$ cat src/rtl/cciw_pkg.sv
package cciw_pkg;

    // Field widths fixed by the stream format.
    localparam int COORD_W   = 18;
    localparam int COEF_W    = 18;
    localparam int OUT_W     = 20;
    localparam int IDX_W     = 4;
    localparam int CFG_W     = 5;
    localparam int S_DATA_W  = 80;
    localparam int M_DATA_W  = 64;

    // Input tdata layout, lowest bit first.
    localparam int ROW_LSB   = 0;
    localparam int COL_LSB   = 4;
    localparam int COEF_LSB  = 8;
    localparam int PX_LSB    = 26;
    localparam int PY_LSB    = 44;
    localparam int PZ_LSB    = 62;

    // Datapath widths.
    localparam int ACC_W     = 45;
    localparam int LO_W      = 22;
    localparam int MULB_W    = 24;
    localparam int PROD_W    = COORD_W + MULB_W;
    localparam int WIDE_W    = 64;
    localparam int QUO_W     = 20;
    localparam int CNT_W     = 5;

    localparam logic signed [ACC_W-1:0] ACC_MAX = {1'b0, {(ACC_W-1){1'b1}}};
    localparam logic signed [ACC_W-1:0] ACC_MIN = {1'b1, {(ACC_W-1){1'b0}}};
    localparam logic signed [OUT_W-1:0] OUT_MAX = {1'b0, {(OUT_W-1){1'b1}}};
    localparam logic signed [OUT_W-1:0] OUT_MIN = {1'b1, {(OUT_W-1){1'b0}}};

    localparam logic [CFG_W-1:0] NODES_RESET = 5'd5;

    localparam logic REQ_LOAD = 1'b0;
    localparam logic REQ_EVAL = 1'b1;

    typedef enum logic [3:0] {
        ST_IDLE,
        ST_ROW,
        ST_MUL_LO,
        ST_MUL_HI,
        ST_ACC,
        ST_RND,
        ST_UPD,
        ST_DIV_INIT,
        ST_DIV_CHK,
        ST_DIV,
        ST_SIGN,
        ST_OUT
    } seq_state_t;

    typedef enum logic [3:0] {
        OP_HOLD,
        OP_CLEAR,
        OP_MUL_LO,
        OP_MUL_HI,
        OP_ACC,
        OP_RND,
        OP_UPD,
        OP_DIV_INIT,
        OP_DIV_CHK,
        OP_DIV_STEP,
        OP_SIGN
    } lane_op_t;

    typedef struct packed {
        lane_op_t op;
        logic     fin;
    } lane_ctl_t;

endpackage

$ cat src/rtl/cciw_lane.sv
module cciw_lane #(
    parameter int FRAC_BITS = 16,
    parameter int NW        = 5
) (
    input  logic                                clk,
    input  cciw_pkg::lane_ctl_t                 ctl,
    input  logic signed [cciw_pkg::COORD_W-1:0] coord,
    input  logic signed [cciw_pkg::COEF_W-1:0]  coef,
    input  logic [NW-1:0]                       n,
    output logic signed [cciw_pkg::OUT_W-1:0]   weight
);
    import cciw_pkg::*;

    localparam logic signed [WIDE_W-1:0] HALF = WIDE_W'(1) <<< (FRAC_BITS - 1);

    logic signed [ACC_W-1:0]  d0_reg;
    logic signed [ACC_W-1:0]  d1_reg;
    logic signed [PROD_W-1:0] prod_reg;
    logic signed [WIDE_W-1:0] acc_reg;
    logic signed [WIDE_W-1:0] t_reg;
    logic [WIDE_W-1:0]        num_reg;
    logic [NW-1:0]            rem_reg;
    logic [QUO_W-1:0]         q_reg;
    logic                     neg_reg;
    logic                     clamp_reg;
    logic signed [OUT_W-1:0]  weight_reg;

    logic signed [MULB_W-1:0] mul_b;
    logic signed [WIDE_W-1:0] rnd_in;
    logic signed [WIDE_W-1:0] upd_sum;
    logic signed [WIDE_W-1:0] fin_sum;
    logic [WIDE_W-1:0]        mag;
    logic [NW:0]              rem_shift;
    logic                     rem_ge;

    // The 45-bit recurrence value is multiplied in two halves: the unsigned
    // low part first, then the signed high part, shifted into place.
    always_comb
    begin
        if (ctl.op == OP_MUL_HI)
        begin
            mul_b = {{(MULB_W-(ACC_W-LO_W)){d0_reg[ACC_W-1]}}, d0_reg[ACC_W-1:LO_W]};
        end
        else
        begin
            mul_b = {{(MULB_W-LO_W){1'b0}}, d0_reg[LO_W-1:0]};
        end
    end

    always_comb
    begin
        rnd_in    = ctl.fin ? acc_reg : (acc_reg <<< 1);
        upd_sum   = t_reg - WIDE_W'(d1_reg) + WIDE_W'(coef);
        fin_sum   = t_reg - WIDE_W'(d1_reg) + WIDE_W'(coef >>> 1);
        mag       = t_reg[WIDE_W-1] ? WIDE_W'(-t_reg) : WIDE_W'(t_reg);
        rem_shift = {rem_reg, q_reg[QUO_W-1]};
        rem_ge    = rem_shift >= {1'b0, n};
    end

    always_ff @(posedge clk)
    begin
        prod_reg <= coord * mul_b;
        unique case (ctl.op)
            OP_CLEAR:
            begin
                d0_reg <= '0;
                d1_reg <= '0;
            end
            OP_MUL_HI:
            begin
                acc_reg <= WIDE_W'(prod_reg);
            end
            OP_ACC:
            begin
                acc_reg <= acc_reg + (WIDE_W'(prod_reg) <<< LO_W);
            end
            OP_RND:
            begin
                t_reg <= (rnd_in + HALF) >>> FRAC_BITS;
            end
            OP_UPD:
            begin
                if (ctl.fin)
                begin
                    t_reg <= fin_sum;
                end
                else
                begin
                    if (upd_sum > WIDE_W'(ACC_MAX))
                    begin
                        d0_reg <= ACC_MAX;
                    end
                    else if (upd_sum < WIDE_W'(ACC_MIN))
                    begin
                        d0_reg <= ACC_MIN;
                    end
                    else
                    begin
                        d0_reg <= upd_sum[ACC_W-1:0];
                    end
                    d1_reg <= d0_reg;
                end
            end
            OP_DIV_INIT:
            begin
                neg_reg <= t_reg[WIDE_W-1];
                num_reg <= (mag << 1) + WIDE_W'(n >> 1);
            end
            OP_DIV_CHK:
            begin
                // A quotient of 2^20 or more saturates anyway, so only the
                // low 20 quotient bits are ever formed.
                clamp_reg <= num_reg >= (WIDE_W'(n) << QUO_W);
                rem_reg   <= NW'(num_reg >> QUO_W);
                q_reg     <= num_reg[QUO_W-1:0];
            end
            OP_DIV_STEP:
            begin
                rem_reg <= rem_ge ? NW'(rem_shift - {1'b0, n}) : NW'(rem_shift);
                q_reg   <= {q_reg[QUO_W-2:0], rem_ge};
            end
            OP_SIGN:
            begin
                if (clamp_reg)
                begin
                    weight_reg <= neg_reg ? OUT_MIN : OUT_MAX;
                end
                else if (neg_reg)
                begin
                    weight_reg <= (q_reg[QUO_W-1] && (|q_reg[QUO_W-2:0])) ?
                                  OUT_MIN : OUT_W'(-$signed({1'b0, q_reg}));
                end
                else
                begin
                    weight_reg <= q_reg[QUO_W-1] ? OUT_MAX : $signed(q_reg);
                end
            end
            default:
            begin
            end
        endcase
    end

    assign weight = weight_reg;

endmodule

$ cat config.mk
export PLATFORM = sky130hd
export DESIGN_NAME = cciw_lane
export DESIGN_NICKNAME = d
export VERILOG_FILES = /design/src/rtl/cciw_pkg.sv /design/src/rtl/cciw_lane.sv
export SDC_FILE = /design/constraint.sdc
export NUM_CORES = 2
export LEC_CHECK = 0
export BUFFER_PORTS_ARGS = -buffer_cell sky130_fd_sc_hd__buf_2
export CORE_MARGIN = 2
export CORE_UTILIZATION = 52
export CTS_BUF_LIST = sky130_fd_sc_hd__clkbuf_2 sky130_fd_sc_hd__clkbuf_4 sky130_fd_sc_hd__clkbuf_8
export DETAILED_ROUTE_END_ITERATION = 10
export HOLD_SLACK_MARGIN = 0.06
export MAX_ROUTING_LAYER = met4
export PLACE_DENSITY = 0.72
export SETUP_SLACK_MARGIN = 0.2
export SLEW_MARGIN = 10
export SYNTH_ARGS = -nofsm -noshare
export SYNTH_HDL_FRONTEND = slang
export SYNTH_SLANG_ARGS = --single-unit
$ cat constraint.sdc
create_clock -name clk -period 11.36 [get_ports clk]
set_input_delay 1.704 -clock clk [delete_from_list [all_inputs] [get_ports clk]]
set_output_delay 1.704 -clock clk [all_outputs]
set_load 0.02 [all_outputs]
==> flow_summary.ini <==
[yosys]
muxShareOfSynthArea_pct = 1.85
yosysTopAreaCell = edfxtp_1
synth_fp_nets = 5844
synth-seq-cells = 357
synth_top_area_share_pct = 20.9
synth_top_cells_by_area = edfxtp_1 21%, fa_1 19%, ha_1 8.4%
synth-simple-area-share_pct = 17.3
syn_inst = 5071
ys_seq_area_share_pct = 22.7
netlist_area_sq_um = 45400
synth_cell_types = 100
ys.warnings.count = 0
synth_compound_area_share_pct = 16.3
synthAdderAreaFrac_pct = 27.0
ys_async_sr_fraction_pct = 0
synth-edff-count = 315
syn_area_per_cell_sq_um = 8.95
synth_top_family_by_area = adder cells
synth-xor-area-share_pct = 8.21
ys.flop_type = edfxtp_1

[sta]
period_share_pct = 83.6
fmax_mhz = 105
slew_violations = 0
skew_ns = 0.0578
worstMarginPinSlew_ns = 1.15
finalHoldViolations = 0
grt_setup_unrepaired = false
fin_setup_tns_ns = 0
slew_headroom_pct = 23.4
whs_ns = 0.579
finalCriticalPeriod_ns = 9.50
setup_viol = 0
fin_ws_ns = 1.86

[clocking]
cts_tree = built
cts_hold_buf = 0
cts_resized = 0
cts_root_buf = clkbuf_8
cts_buffers = 66
clk_pin_slew_ns = 0.06
htreeDepth = 3
cts.sinks = 357
clk_path_buf_depth = 3
insertion_delay_ns = 0.68
post_cts_buffers = 0

[place]
place_ws_ns = 1.28
detailed_place_hpwl_um = 107000
place_inst = 6097
placed_area_sq_um = 46500
port_buffers = 66
gp_congestion = 0.969

[grt]
grt_use_total_pct = 30.7
grt_first_pass_wirelength_um = 209000
grt_max_degree = 75
grt_pass1_vias = 37300
antenna_found_initial = 4
grt.overflow.total = 0

[critical_path]
setup.worst_path.start_class = input port
crit_path_max_incr_delay_ns = 0.60
cp_slowest_cell = a311oi_1
path_max_fanout = 42
cp_data_arrival_time_ns = 10.04
endpoint_kind = flop
cpMostUsedCell = fa_1
worstPathRequired_ns = 11.90
path_class = input port to flop

[finish]
nets = 5783
area_delta_synth_final_pct = 5.41
fin_cells = 6217
final_area_sq_um = 47800
finalCoreUtilization_pct = 55.2
drive_gt1_share_pct = 6.78

[floorplanning]
io_pins = 67
start_util_pct = 52.4
fp.dieH_um = 299
rows = 108
core-area_sq_um = 86600
die-area_sq_um = 89600
fp.dieW_um = 299

[drt]
route.detailed.drc = 0
routed_wirelength_um = 131000
final_antenna_net_count = 0
vias = 37200
avgViaCountPerCell = 5.98
dr.first_iter.drc_count = 3121
dr.pass1.iters = 6
wire_per_inst_um = 21.1

[pwr]
fin_total_pwr_mw = 9.68
p_per_area_nw_per_um2 = 202
leakage_nw = 20.5
peakVddDrop_v = 0.000437

[flow_run]
cap_violations = 0

[hold_path]
hold_class = flop to flop

[status]
status = finished clean
==> cell type report <==
class                      instances  area, sq um
fill                            7819        38800
multi-input combinational       3930        32100
sequential                       357        10300
inverter                         563         2110
tap                             1155         1450
clock buffer                      81         1040
timing repair buffer              92          528
clock inverter                    35          268
antenna                            4         10.0
==> cells in the final DEF (no fill, tap or decap), types with 36 or more instances in the layout <==
cell      count
fa_1        420
xnor2_1     262
nand2b_1     41
edfxtp_1    315
nand3_1      86
inv_1       561
nand4_1      76
a31oi_1      44
o21bai_1     36
o31ai_1      37
nor4_1       49
o21ai_0     287
mux2_2       54
clkbuf_8     69
and2_1      192
a21o_1      169
ha_1        306
nand2_1     553
buf_2        65
xor2_1      163
nor2_1      211
dfxtp_1      42
and3_1       51
a21oi_1     299
nor3_1       70
nor2b_1      57
o211ai_1     40
==> cell usage after synthesis (all sizes together), types with 38 or more instances <==
cell type / instances
nor4: 56
and3: 51
nand3: 86
o211ai: 40
xor2: 163
nor2: 218
clkbuf: 190
nand2b: 43
a31oi: 45
o31ai: 38
inv: 562
dfxtp: 42
nand4: 78
ha: 306
a21o: 169
xnor2: 262
nor3: 74
or3: 38
mux2: 54
and2: 193
o21ai: 296
a21oi: 299
edfxtp: 315
fa: 420
nand2: 554
nor2b: 57
==> report_power, final <==
group	switching [mW]	total [mW]	internal [mW]
clock	0.588	1.25	0.661
combinational	3.79	6.60	2.80
sequential	0.158	1.83	1.67
==> cell families (layout without fill, tap and decap cells) <==
logic type	Yosys count	count (layout)
AO/OA/AOI/OAI	1156	1156
XOR/XNOR	425	425
adder cells (fa/ha/maj)	726	726
buffers and inverters	784	771
flip-flops	357	357
multiplexers	77	77
other	0	4
AND/OR/NAND/NOR	1546	1546
==> metal layers <==
layer	vias to the layer above	part of all wire [%]	track usage, %
li1	17400	-	-
met1	18200	43	40.5
met2	1293	47	49.5
met3	264	6.1	3.27
met4	0	3.7	10.3
met5	-	0	-
==> path summary, 6_finish.rpt <==
path / from / to / slack, ns / depth (start not counted)
max: ctl[2] / prod_reg[41]$_DFF_P_ / 1.86 / 27
min: num_reg[18]$_DFFE_PN_ / q_reg[18]$_DFFE_PP_ / 0.58 / 1
max reg2reg: t_reg[0]$_DFFE_PP_ / d0_reg[32]$_SDFFCE_PN0P_ / 2.54 / 28
min reg2reg: num_reg[18]$_DFFE_PN_ / q_reg[18]$_DFFE_PP_ / 0.58 / 1
==> worst max-delay path, delay by kind of cell <==
kind	cells	cell delay (ns)
AOI/OAI and AO/OA	10	2.83
xor gates and xnor gates	1	0.12
adders and majority gates	7	3.44
buffers and inverters	5	0.87
muxes	1	0.57
and+or+nand+nor	3	0.41
Power figures use the tool's default switching activity.
