--- src/rtl/cciw_pkg.sv ---
package cciw_pkg;

    // Field widths fixed by the stream format.
    localparam int COORD_W   = 18;
    localparam int COEF_W    = 18;
    localparam int OUT_W     = 20;
    localparam int IDX_W     = 4;
    localparam int CFG_W     = 5;
    localparam int S_DATA_W  = 80;
    localparam int M_DATA_W  = 64;

    // Input tdata layout, lowest bit first.
    localparam int ROW_LSB   = 0;
    localparam int COL_LSB   = 4;
    localparam int COEF_LSB  = 8;
    localparam int PX_LSB    = 26;
    localparam int PY_LSB    = 44;
    localparam int PZ_LSB    = 62;

    // Datapath widths.
    localparam int ACC_W     = 45;
    localparam int LO_W      = 22;
    localparam int MULB_W    = 24;
    localparam int PROD_W    = COORD_W + MULB_W;
    localparam int WIDE_W    = 64;
    localparam int QUO_W     = 20;
    localparam int CNT_W     = 5;

    localparam logic signed [ACC_W-1:0] ACC_MAX = {1'b0, {(ACC_W-1){1'b1}}};
    localparam logic signed [ACC_W-1:0] ACC_MIN = {1'b1, {(ACC_W-1){1'b0}}};
    localparam logic signed [OUT_W-1:0] OUT_MAX = {1'b0, {(OUT_W-1){1'b1}}};
    localparam logic signed [OUT_W-1:0] OUT_MIN = {1'b1, {(OUT_W-1){1'b0}}};

    localparam logic [CFG_W-1:0] NODES_RESET = 5'd5;

    localparam logic REQ_LOAD = 1'b0;
    localparam logic REQ_EVAL = 1'b1;

    typedef enum logic [3:0] {
        ST_IDLE,
        ST_ROW,
        ST_MUL_LO,
        ST_MUL_HI,
        ST_ACC,
        ST_RND,
        ST_UPD,
        ST_DIV_INIT,
        ST_DIV_CHK,
        ST_DIV,
        ST_SIGN,
        ST_OUT
    } seq_state_t;

    typedef enum logic [3:0] {
        OP_HOLD,
        OP_CLEAR,
        OP_MUL_LO,
        OP_MUL_HI,
        OP_ACC,
        OP_RND,
        OP_UPD,
        OP_DIV_INIT,
        OP_DIV_CHK,
        OP_DIV_STEP,
        OP_SIGN
    } lane_op_t;

    typedef struct packed {
        lane_op_t op;
        logic     fin;
    } lane_ctl_t;

endpackage

--- src/rtl/cciw_seq.sv ---
module cciw_seq #(
    parameter int NW = 5,
    parameter int MW = 4
) (
    input  logic                clk,
    input  logic                rst_n,
    input  logic                start,
    input  logic [NW-1:0]       n_eff,
    input  logic                out_busy,
    output logic                ready,
    output cciw_pkg::lane_ctl_t ctl,
    output logic [NW-1:0]       n_cur,
    output logic [MW-1:0]       row,
    output logic [MW-1:0]       col,
    output logic                out_load,
    output logic                out_last
);
    import cciw_pkg::*;

    seq_state_t       state_reg, state_next;
    logic [NW-1:0]    n_reg, n_next;
    logic [MW-1:0]    m_reg, m_next;
    logic [MW-1:0]    j_reg, j_next;
    logic [CNT_W-1:0] cnt_reg, cnt_next;
    logic             row_last;

    assign row_last = NW'(m_reg) == n_reg - NW'(1);

    always_ff @(posedge clk or negedge rst_n)
    begin
        if (!rst_n)
        begin
            state_reg <= ST_IDLE;
            n_reg     <= '0;
            m_reg     <= '0;
            j_reg     <= '0;
            cnt_reg   <= '0;
        end
        else
        begin
            state_reg <= state_next;
            n_reg     <= n_next;
            m_reg     <= m_next;
            j_reg     <= j_next;
            cnt_reg   <= cnt_next;
        end
    end

    always_comb
    begin
        state_next = state_reg;
        n_next     = n_reg;
        m_next     = m_reg;
        j_next     = j_reg;
        cnt_next   = cnt_reg;
        ready      = 1'b0;
        out_load   = 1'b0;
        ctl.op     = OP_HOLD;
        ctl.fin    = j_reg == '0;
        unique case (state_reg)
            ST_IDLE:
            begin
                ready = 1'b1;
                if (start)
                begin
                    n_next     = n_eff;
                    m_next     = '0;
                    state_next = ST_ROW;
                end
            end
            ST_ROW:
            begin
                ctl.op     = OP_CLEAR;
                j_next     = MW'(n_reg - NW'(1));
                state_next = ST_MUL_LO;
            end
            ST_MUL_LO:
            begin
                ctl.op     = OP_MUL_LO;
                state_next = ST_MUL_HI;
            end
            ST_MUL_HI:
            begin
                ctl.op     = OP_MUL_HI;
                state_next = ST_ACC;
            end
            ST_ACC:
            begin
                ctl.op     = OP_ACC;
                state_next = ST_RND;
            end
            ST_RND:
            begin
                ctl.op     = OP_RND;
                state_next = ST_UPD;
            end
            ST_UPD:
            begin
                ctl.op = OP_UPD;
                if (j_reg == '0)
                begin
                    state_next = ST_DIV_INIT;
                end
                else
                begin
                    j_next     = j_reg - MW'(1);
                    state_next = ST_MUL_LO;
                end
            end
            ST_DIV_INIT:
            begin
                ctl.op     = OP_DIV_INIT;
                state_next = ST_DIV_CHK;
            end
            ST_DIV_CHK:
            begin
                ctl.op     = OP_DIV_CHK;
                cnt_next   = CNT_W'(QUO_W - 1);
                state_next = ST_DIV;
            end
            ST_DIV:
            begin
                ctl.op   = OP_DIV_STEP;
                cnt_next = cnt_reg - CNT_W'(1);
                if (cnt_reg == '0)
                begin
                    state_next = ST_SIGN;
                end
            end
            ST_SIGN:
            begin
                ctl.op     = OP_SIGN;
                state_next = ST_OUT;
            end
            ST_OUT:
            begin
                if (!out_busy)
                begin
                    out_load = 1'b1;
                    if (row_last)
                    begin
                        state_next = ST_IDLE;
                    end
                    else
                    begin
                        m_next     = m_reg + MW'(1);
                        state_next = ST_ROW;
                    end
                end
            end
            default:
            begin
                state_next = ST_IDLE;
            end
        endcase
    end

    assign n_cur    = n_reg;
    assign row      = m_reg;
    assign col      = j_reg;
    assign out_last = row_last;

endmodule

--- config.mk ---
export PLATFORM = sky130hd
export DESIGN_NAME = cciw_seq
export DESIGN_NICKNAME = d
export VERILOG_FILES = /design/src/rtl/cciw_pkg.sv /design/src/rtl/cciw_seq.sv
export SDC_FILE = /design/constraint.sdc
export NUM_CORES = 1
export LEC_CHECK = 0
export BUFFER_PORTS_ARGS = -buffer_cell sky130_fd_sc_hd__buf_2
export CAP_MARGIN = 20
export CORE_AREA = 2 2 49 63
export CTS_CLUSTER_DIAMETER = 60
export DETAILED_ROUTE_END_ITERATION = 12
export DIE_AREA = 0 0 51 65
export PLACE_DENSITY_LB_ADDON = 0.15
export SYNTH_ARGS = -nofsm -noshare
export SYNTH_HDL_FRONTEND = slang
export SYNTH_SLANG_ARGS = --single-unit
--- constraint.sdc ---
create_clock -name clk -period 2.5 [get_ports clk]
set_clock_uncertainty 0.1 [all_clocks]
set_input_delay 0 -clock clk [delete_from_list [all_inputs] [get_ports clk]]
set_output_delay 0 -clock clk [all_outputs]
set_load 0.01 [all_outputs]
==> flow_summary.yaml, run 1 <==
clocking:
  cts_hold_buf: 7
  cts_resized: 0
  numClockSinks: 22
  cts-buffers-inserted: 3
  cts-root-buf: "clkbuf_4"
  cts_tree: "yes"
  worstSkewPairLatency_ns: 0.30
  post_cts_buffers: 0
  clock_path_buffers: 2
  clkTransAtPathRegs_ns: 0.12
  cts_max_level: 1
synth:
  netlist_top_cells_count: "22 x dfrtp_1, 14 x nand2_1, 14 x o21ai_0, 11 x nor2_1, 10 x inv_1"
  synth.top_cell.area_share_pct: 39.8
  avgSynthCellArea_um2: 8.93
  synth.area.top_cells: "dfrtp_1 40%, o21ai_0 5.1%, ha_1 4.5%, nand2_1 3.8%, xnor2_1 3.2%"
  synth_seq_cells: 22
  synth_most_common_cell: "dfrtp_1"
  yosys.area.top_type: "dfrtp_1"
  yosys_warnings: 0
  async_flop_share_pct: 100
  synthesis.instances: 155
  ys_types: 45
  synth_edf_count: 0
  netlist_area_mm2: 0.00138
  syn-num-nets: 169
  ys.flop_type: "dfrtp_1"
  ys_seq_area_share_pct: 39.8
global_route:
  grt.total_usage_pct: 21.5
  grt-ovfl-total: 0
  grt_pass1_vias: 1234
  grt_pass1_wl_um: 5440
  grt_antenna_before_repair: 0
  grt_max_degree: 23
worst_setup_path:
  cp_max_fo: 7
  worstSetupPathType: "reg2reg"
  timing.rr.end: "row[2]"
  r2r_cells: 8
  cp.arrival_ns: 2.36
  required_ns: 2.64
  r2r-start: "n_cur[0]"
  worst_setup_path_start_kind: "flop"
  r2r_slack_ns: 0.28
  crit_path_end_kind: "flop"
route:
  post_drt_via_cell_ratio: 5.49
  num_vias: 1252
  first_iter_violations: 20
  ant_nets: 0
  drc: 0
  wl_um: 3000
  wl_per_cell_um: 13.2
  dr.pass1.iters: 4
placement:
  gp_congestion: 0.790
  dp_cells: 218
  hpwl_um: 2340
  dp_slack_ns: 0.286
  post_dp_cell_area_mm2: 0.00157
  numPortBuffers: 29
sta:
  worst_pin_slew_ns: 0.564
  fin_ws_ns: 0.282
  fin_crit_sh_pct: 88.7
  rsz0062_at_grt: "no"
  setup_viol: 0
  finalSetupTns_ns: 0
  fmax_mhz: 451
  hold_viol: 0
  fin_crit_ns: 2.22
  relSlewSlack_pct: 62.1
  final_max_slew_viol_count: 0
job:
  drv_cap: 0
status:
  outcome: "completed"
pwr:
  seqPwrFrac_pct: 37.4
  clkPwrFrac_pct: 8.4
  max-vdd-ir-drop_v: 0.000712
  p_comb_share_pct: 54.2
  swShare_pct: 44.7
  p_switching_mw: 0.847
  p_leak_nw: 0.786
  p_int_mw: 1.05
  p_per_area_mw_per_mm2: 1140
die:
  fp.dieW_um: 51
  rows: 22
  core_area_mm2: 0.00278
  die_h_um: 65
  ioPinCount: 30
  start_util_pct: 49.8
  die_area_mm2: 0.00332
cells_and_area:
  area_delta_synth_final_pct: 20.3
  layout.cells.non_filler: 228
  diodes: 0
  final_area_mm2: 0.00167
  drive_above_1_share_pct: 24.0
  layout.nets: 208
worst_hold_path:
  hp-class: "in2async"
## logic make-up (layout without fill, tap and decap cells)
family / count (synthesis) / after routing / synth area share (%)
AO/OA/AOI/OAI: 44 / 44 / 21.5
flip-flops: 22 / 22 / 39.8
AND/OR/NAND/NOR: 58 / 58 / 22.1
multiplexers: 5 / 5 / 3.89
XOR/XNOR: 6 / 6 / 3.80
buffers and inverters: 15 / 52 / 4.43
adder cells (fa/ha/maj): 5 / 5 / 4.52
## metal layers
metal,routed length (um),global-route usage (%)
met1,1310,26.2
met2,1580,38.1
met3,77,2.76
met4,29,7.09
met5,0,0
## critical path, cell delays in order, from the launching register on
cell and delay (ns):
dfrtp_1 0.45, inv_1 0.08, ha_1 0.23, xnor2_1 0.21, a211oi_1 0.11, nor2b_1 0.15
a311o_1 0.44, or2_4 0.27, o21ai_2 0.11
## placed cells by master, fill, tap and decap left out, types with 3 or more instances in the layout
master / count
a21oi_1: 4
a22o_1: 3
buf_2: 29
buf_4: 3
clkbuf_4: 3
dfrtp_1: 22
dlygate4sd3_1: 7
ha_1: 5
inv_1: 10
mux2_2: 3
nand2_1: 14
nand3_1: 6
nor2_1: 11
nor2b_1: 4
nor3_1: 6
o21ai_0: 14
o21ai_1: 3
or3_1: 3
xnor2_1: 5
## area by class of cell
class	count	area, um2
clock buffer	3	22.5
timing repair buffer	39	238
multi-input combinational	118	772
tap	36	45.0
fill	250	1110
sequential	22	551
inverter	10	37.5
## how the worst max path moves through the flow
stage                        end  depth (start not counted)  slack (ns)  startpoint
after floorplan           row[0]                          8        0.37    n_cur[0]
after global placement    row[0]                          8        0.37    n_cur[0]
after detailed placement  row[2]                          8        0.29    n_cur[0]
after CTS                 row[2]                          8        0.26    n_cur[0]
after global routing      row[2]                          8        0.10    n_cur[0]
final                     row[2]                          8        0.28    n_cur[0]
## through the flow
step | total power, mW | hold WS (ns) | utilization (%)
after global routing | 2.10 | 0.125 | 59.9
after floorplan | 1.44 | -0.396 | -
after global placement | 1.72 | -0.103 | 56.6
final | 1.89 | 0.0781 | 59.9
after CTS | 1.92 | 0.0829 | 59.9
after detailed placement | 1.74 | -0.100 | 56.6
## power by group through the flow
stage | registers [mW] | logic (mW) | clock network (mW)
2_1_floorplan | 0.688 | 0.751 | 0
3_3_place_gp | 0.704 | 1.01 | 0
3_5_place_dp | 0.711 | 1.03 | 0
4_1_cts | 0.703 | 1.04 | 0.170
5_1_grt | 0.734 | 1.18 | 0.182
6_report | 0.708 | 1.03 | 0.160
(Power assumes the default switching activity.)
==> inputs of run 2 (changes only) <==
Settings changed: BUFFER_PORTS_ARGS -buffer_cell sky130_fd_sc_hd__buf_2 to -buffer_cell sky130_fd_sc_hd__buf_4, SETUP_SLACK_MARGIN set to 0.02.
==> flow_summary.yaml, run 2 (synthesis results as in run 1) <==
placement:
  dp_cells: 216
  gp_congestion: 0.803
  numPortBuffers: 29
  hpwl_um: 2320
die:
  ioPinCount: 30
  die_h_um: 65
  core_area_mm2: 0.00278
  fp.dieW_um: 51
  die_area_mm2: 0.00332
  rows: 22
  start_util_pct: 49.8
route:
  dr.pass1.iters: 4
  wl_um: 3080
  ant_nets: 0
  wl_per_cell_um: 13.6
  drc: 0
  num_vias: 1254
  first_iter_violations: 38
  post_drt_via_cell_ratio: 5.55
clocking:
  cts-root-buf: "clkbuf_4"
  clock_path_buffers: 2
  clkTransAtPathRegs_ns: 0.12
  numClockSinks: 22
  post_cts_buffers: 0
  cts-buffers-inserted: 3
  cts_resized: 0
  cts_max_level: 1
  cts_hold_buf: 7
  cts_tree: "yes"
  worstSkewPairLatency_ns: 0.30
pwr:
  p_per_area_mw_per_mm2: 1130
  max-vdd-ir-drop_v: 0.000777
  p_leak_nw: 0.792
worst_setup_path:
  cp_max_fo: 7
  crit_slowest_cell: "dfrtp_1"
  cp.arrival_ns: 2.38
  worst_setup_path_start_kind: "flop"
  path_delay_family: "compound AO/OA/AOI/OAI gates"
  required_ns: 2.64
  worst-path-buf-inv: 1
  worstSetupPathType: "reg2reg"
  worstPathCellList: "inv_1, ha_1, xnor2_1, a211oi_1, nor2b_1, a311o_1, or2_4, o21ai_2"
  crit_path_end_kind: "flop"
  cp_slowest_stage_delay_ns: 0.46
sta:
  hold_viol: 0
  fin_crit_ns: 2.25
  fmax_mhz: 445
  relSlewSlack_pct: 61.9
  finalSetupTns_ns: 0
  fin_crit_sh_pct: 90.0
  worst_pin_slew_ns: 0.567
  rsz0062_at_grt: "no"
  final_max_slew_viol_count: 0
  setup_viol: 0
cells_and_area:
  layout.nets: 206
  layout.cells.non_filler: 226
  multi_input_area_um2: 772
  diodes: 0
  seq_area_um2: 551
  final_common_cell: "buf_4"
  area_delta_synth_final_pct: 24.5
  mostFrequentLayoutCells: "30 x buf_4, 22 x dfrtp_1, 14 x o21ai_0, 14 x nand2_1, 11 x nor2_1"
  drive_above_1_share_pct: 23.2
  final.fill_count: 256
global_route:
  grt_max_degree: 23
  grt_antenna_before_repair: 0
  grt_pass1_vias: 1255
  grt.total_usage_pct: 21.0
  use_met1_pct: 23.8
  grt-ovfl-total: 0
  use_met2_pct: 38.8
  busiest_layer: "met2"
  grt_pass1_wl_um: 5310
  gr-usage-met3_pct: 3.23
worst_hold_path:
  hp-class: "in2async"
status:
  outcome: "completed"
job:
  drv_cap: 0
-- run 2: routing by layer --
metal | up-vias | wire, um
met1 | 608 | 1350
met4 | 0 | 23
li1 | 623 | -
met3 | 2 | 105
met2 | 21 | 1610
met5 | - | 0
-- run 2: layout make-up --
class	count	share of cell area [%]
Multi-Input combinational cell	118	44.8
Tap cell	36	2.61
Sequential cell	22	32.0
Timing Repair Buffer	37	17.1
Clock buffer	3	1.31
Inverter	10	2.18
-- run 2: final timing paths --
check	start	endpoint	slack, ns	depth (start not counted)
worst max-delay path	n_cur[0]	row[2]	0.25	8
worst min-delay path	rst_n	cnt_reg[2]	0.009	2
worst max register to register	n_cur[0]	row[2]	0.25	8
worst min register to register	row[3]	row[3]	0.46	1
max in group asynchronous	rst_n	row[3]	2.06	2
min in group clk	start	state_reg[1]	0.14	5
-- run 2: where the power goes --
| part | leakage (nW) | internal (mW) | switching [mW] |
|---|---|---|---|
| registers | 0.264 | 0.500 | 0.237 |
| clock network | 0.0138 | 0.0561 | 0.103 |
| logic | 0.514 | 0.536 | 0.513 |
-- run 2: through the flow --
stage	instance area, um2	worst slack [ns]	total power, mW	hold slack, ns	util, %
finish	1720	0.251	1.95	0.00923	62.0
global route	1720	0.116	2.14	0.0215	62.0
CTS	1720	0.252	1.97	0.0145	62.0
detailed placement	1630	0.276	1.79	-0.189	58.6
global placement	1630	0.366	1.77	-0.193	58.6
floorplan	1380	0.368	1.44	-0.396	-
==> inputs of run 3 (changes only) <==
Settings changed: SETUP_SLACK_MARGIN 0.02 to 0.3.
==> flow_summary.yaml, run 3 (synthesis results as in run 1) <==
global_route:
  grt-ovfl-total: 0
  grt.total_usage_pct: 20.8
  grt_pass1_vias: 1254
  grt_pass1_wl_um: 5320
  grt_antenna_before_repair: 0
  grt_max_degree: 23
placement:
  numPortBuffers: 29
  gp_congestion: 0.803
  hpwl_um: 2320
  dp_cells: 216
  post_dp_cell_area_mm2: 0.00163
  dp_slack_ns: 0.276
route:
  dr.pass1.iters: 4
  ant_nets: 0
  dr_wl_met2_um: 1680
  wl_met3_um: 132
  wl_met1_um: 1340
  num_vias: 1291
  routed.top_layer: "met4"
  post_drt_via_cell_ratio: 5.61
  wl_per_cell_um: 13.8
  wl_um: 3180
  drc: 0
  first_iter_violations: 27
clocking:
  cts-buffers-inserted: 3
  cts_max_level: 1
  cts-root-buf: "clkbuf_4"
  cts_tree: "yes"
  clkTransAtPathRegs_ns: 0.12
  clock_path_buffers: 2
  numClockSinks: 22
  worstSkewPairLatency_ns: 0.30
worst_setup_path:
  worst_setup_path_start_kind: "flop"
  crit_slowest_cell: "a311o_1"
  worst-path-buf-inv: 1
  r2r_cells: 8
  crit_end: "row[2]"
  path_depth: 8
  startpoint: "n_cur[0]"
  r2r-start: "n_cur[0]"
  cp_max_fo: 7
  timing.rr.end: "row[2]"
  worstSetupPathType: "reg2reg"
  cp.arrival_ns: 2.23
  r2r_slack_ns: 0.41
  cp_slowest_stage_delay_ns: 0.41
  path_delay_family: "compound AO/OA/AOI/OAI gates"
  required_ns: 2.64
  crit_path_end_kind: "flop"
  worstPathCellList: "inv_1, ha_1, xnor2_1, a211oi_2, nor2b_1, a311o_1, or2_4, o21ai_2"
cells_and_area:
  mostFrequentLayoutCells: "34 x buf_4, 19 x dfrtp_1, 14 x o21ai_0, 14 x nand2_1, 11 x nor2_1"
  layout.cells.non_filler: 230
  multi_input_area_um2: 785
  area_delta_synth_final_pct: 27.8
  final.fill_count: 249
  diodes: 0
  final_area_mm2: 0.00177
  final_common_cell: "buf_4"
  drive_above_1_share_pct: 27.3
  seq_area_um2: 554
  layout.nets: 210
pwr:
  p_leak_nw: 0.815
  max-vdd-ir-drop_v: 0.000916
  p_per_area_mw_per_mm2: 1160
sta:
  fin_crit_ns: 2.09
  finalSetupTns_ns: 0
  fin_crit_sh_pct: 83.6
  hold_viol: 0
  setup_viol: 0
  fin_ws_ns: 0.410
  final_max_slew_viol_count: 0
  relSlewSlack_pct: 64.1
  worst_pin_slew_ns: 0.535
  rsz0062_at_grt: "no"
  fin_hold_ws_ns: 0.00880
  fmax_mhz: 478
die:
  die_h_um: 65
  die_area_mm2: 0.00332
  core_area_mm2: 0.00278
  start_util_pct: 49.8
  rows: 22
  fp.dieW_um: 51
  ioPinCount: 30
job:
  drv_cap: 0
worst_hold_path:
  hp-class: "in2async"
status:
  outcome: "completed"
run 3: cell types whose count changed in the layout (fill, tap and decap cells not counted):
| cell | delta |
|---|---|
| buf_4 | +4 |
| xnor2_2 | +1 |
| a211oi_1 | -1 |
| dfrtp_1 | -3 |
| a211oi_2 | +1 |
| xnor2_1 | -1 |
| dfrtp_2 | +3 |
run 3: what timing repair did:
action                                  4_1_cts  5_1_grt
hold buffers                                  7        0
buffers inserted                              1        3
hold endpoints to repair                     30        0
resized for setup                             0        5
endpoints found under the setup margin        4       10
pin swaps                                     0        3
run 3: worst reg2reg max path: stages, from the launching register on:
cell,delay (ns)
dfrtp_1,0.37
inv_1,0.06
ha_1,0.32
xnor2_1,0.17
a211oi_2,0.07
nor2b_1,0.14
a311o_1,0.41
or2_4,0.28
o21ai_2,0.11
run 3: worst min-delay path by stage:
stage	from	endpoint	slack, ns	cells after the start
finish	rst_n	state_reg[2]	0.009	2
global route	rst_n	state_reg[3]	0.03	2
CTS	rst_n	n_cur[3]	0.01	2
detailed placement	rst_n	cnt_reg[1]	-0.19	1
global placement	rst_n	cnt_reg[1]	-0.19	1
floorplan	rst_n	cnt_reg[0]	-0.40	0
run 3: layout make-up:
class                           instances  area share [%]
Sequential cell                        22            31.3
Inverter                               10            2.12
Multi-Input combinational cell        118            44.3
Clock buffer                            3            1.27
Tap cell                               36            2.55
Timing Repair Buffer                   41            18.4
run 3: metrics by stage:
stage	total power [mW]	util [%]
after global placement	1.77	58.6
after global routing	2.23	63.6
after CTS	1.98	62.2
after floorplan	1.44	-
final	2.04	63.6
after detailed placement	1.79	58.6
run 3: where the power goes:
| part | switching (mW) | internal (mW) |
|---|---|---|
| registers | 0.230 | 0.505 |
| logic | 0.554 | 0.594 |
| clock network | 0.104 | 0.0561 |
| total | 0.888 | 1.16 |
run 3: layer usage:
layer / track usage, % / up-vias
met4: 6.42 / 0
met5: 0 / -
li1: - / 630
met3: 2.53 / 2
met1: 24.1 / 628
met2: 39.0 / 31
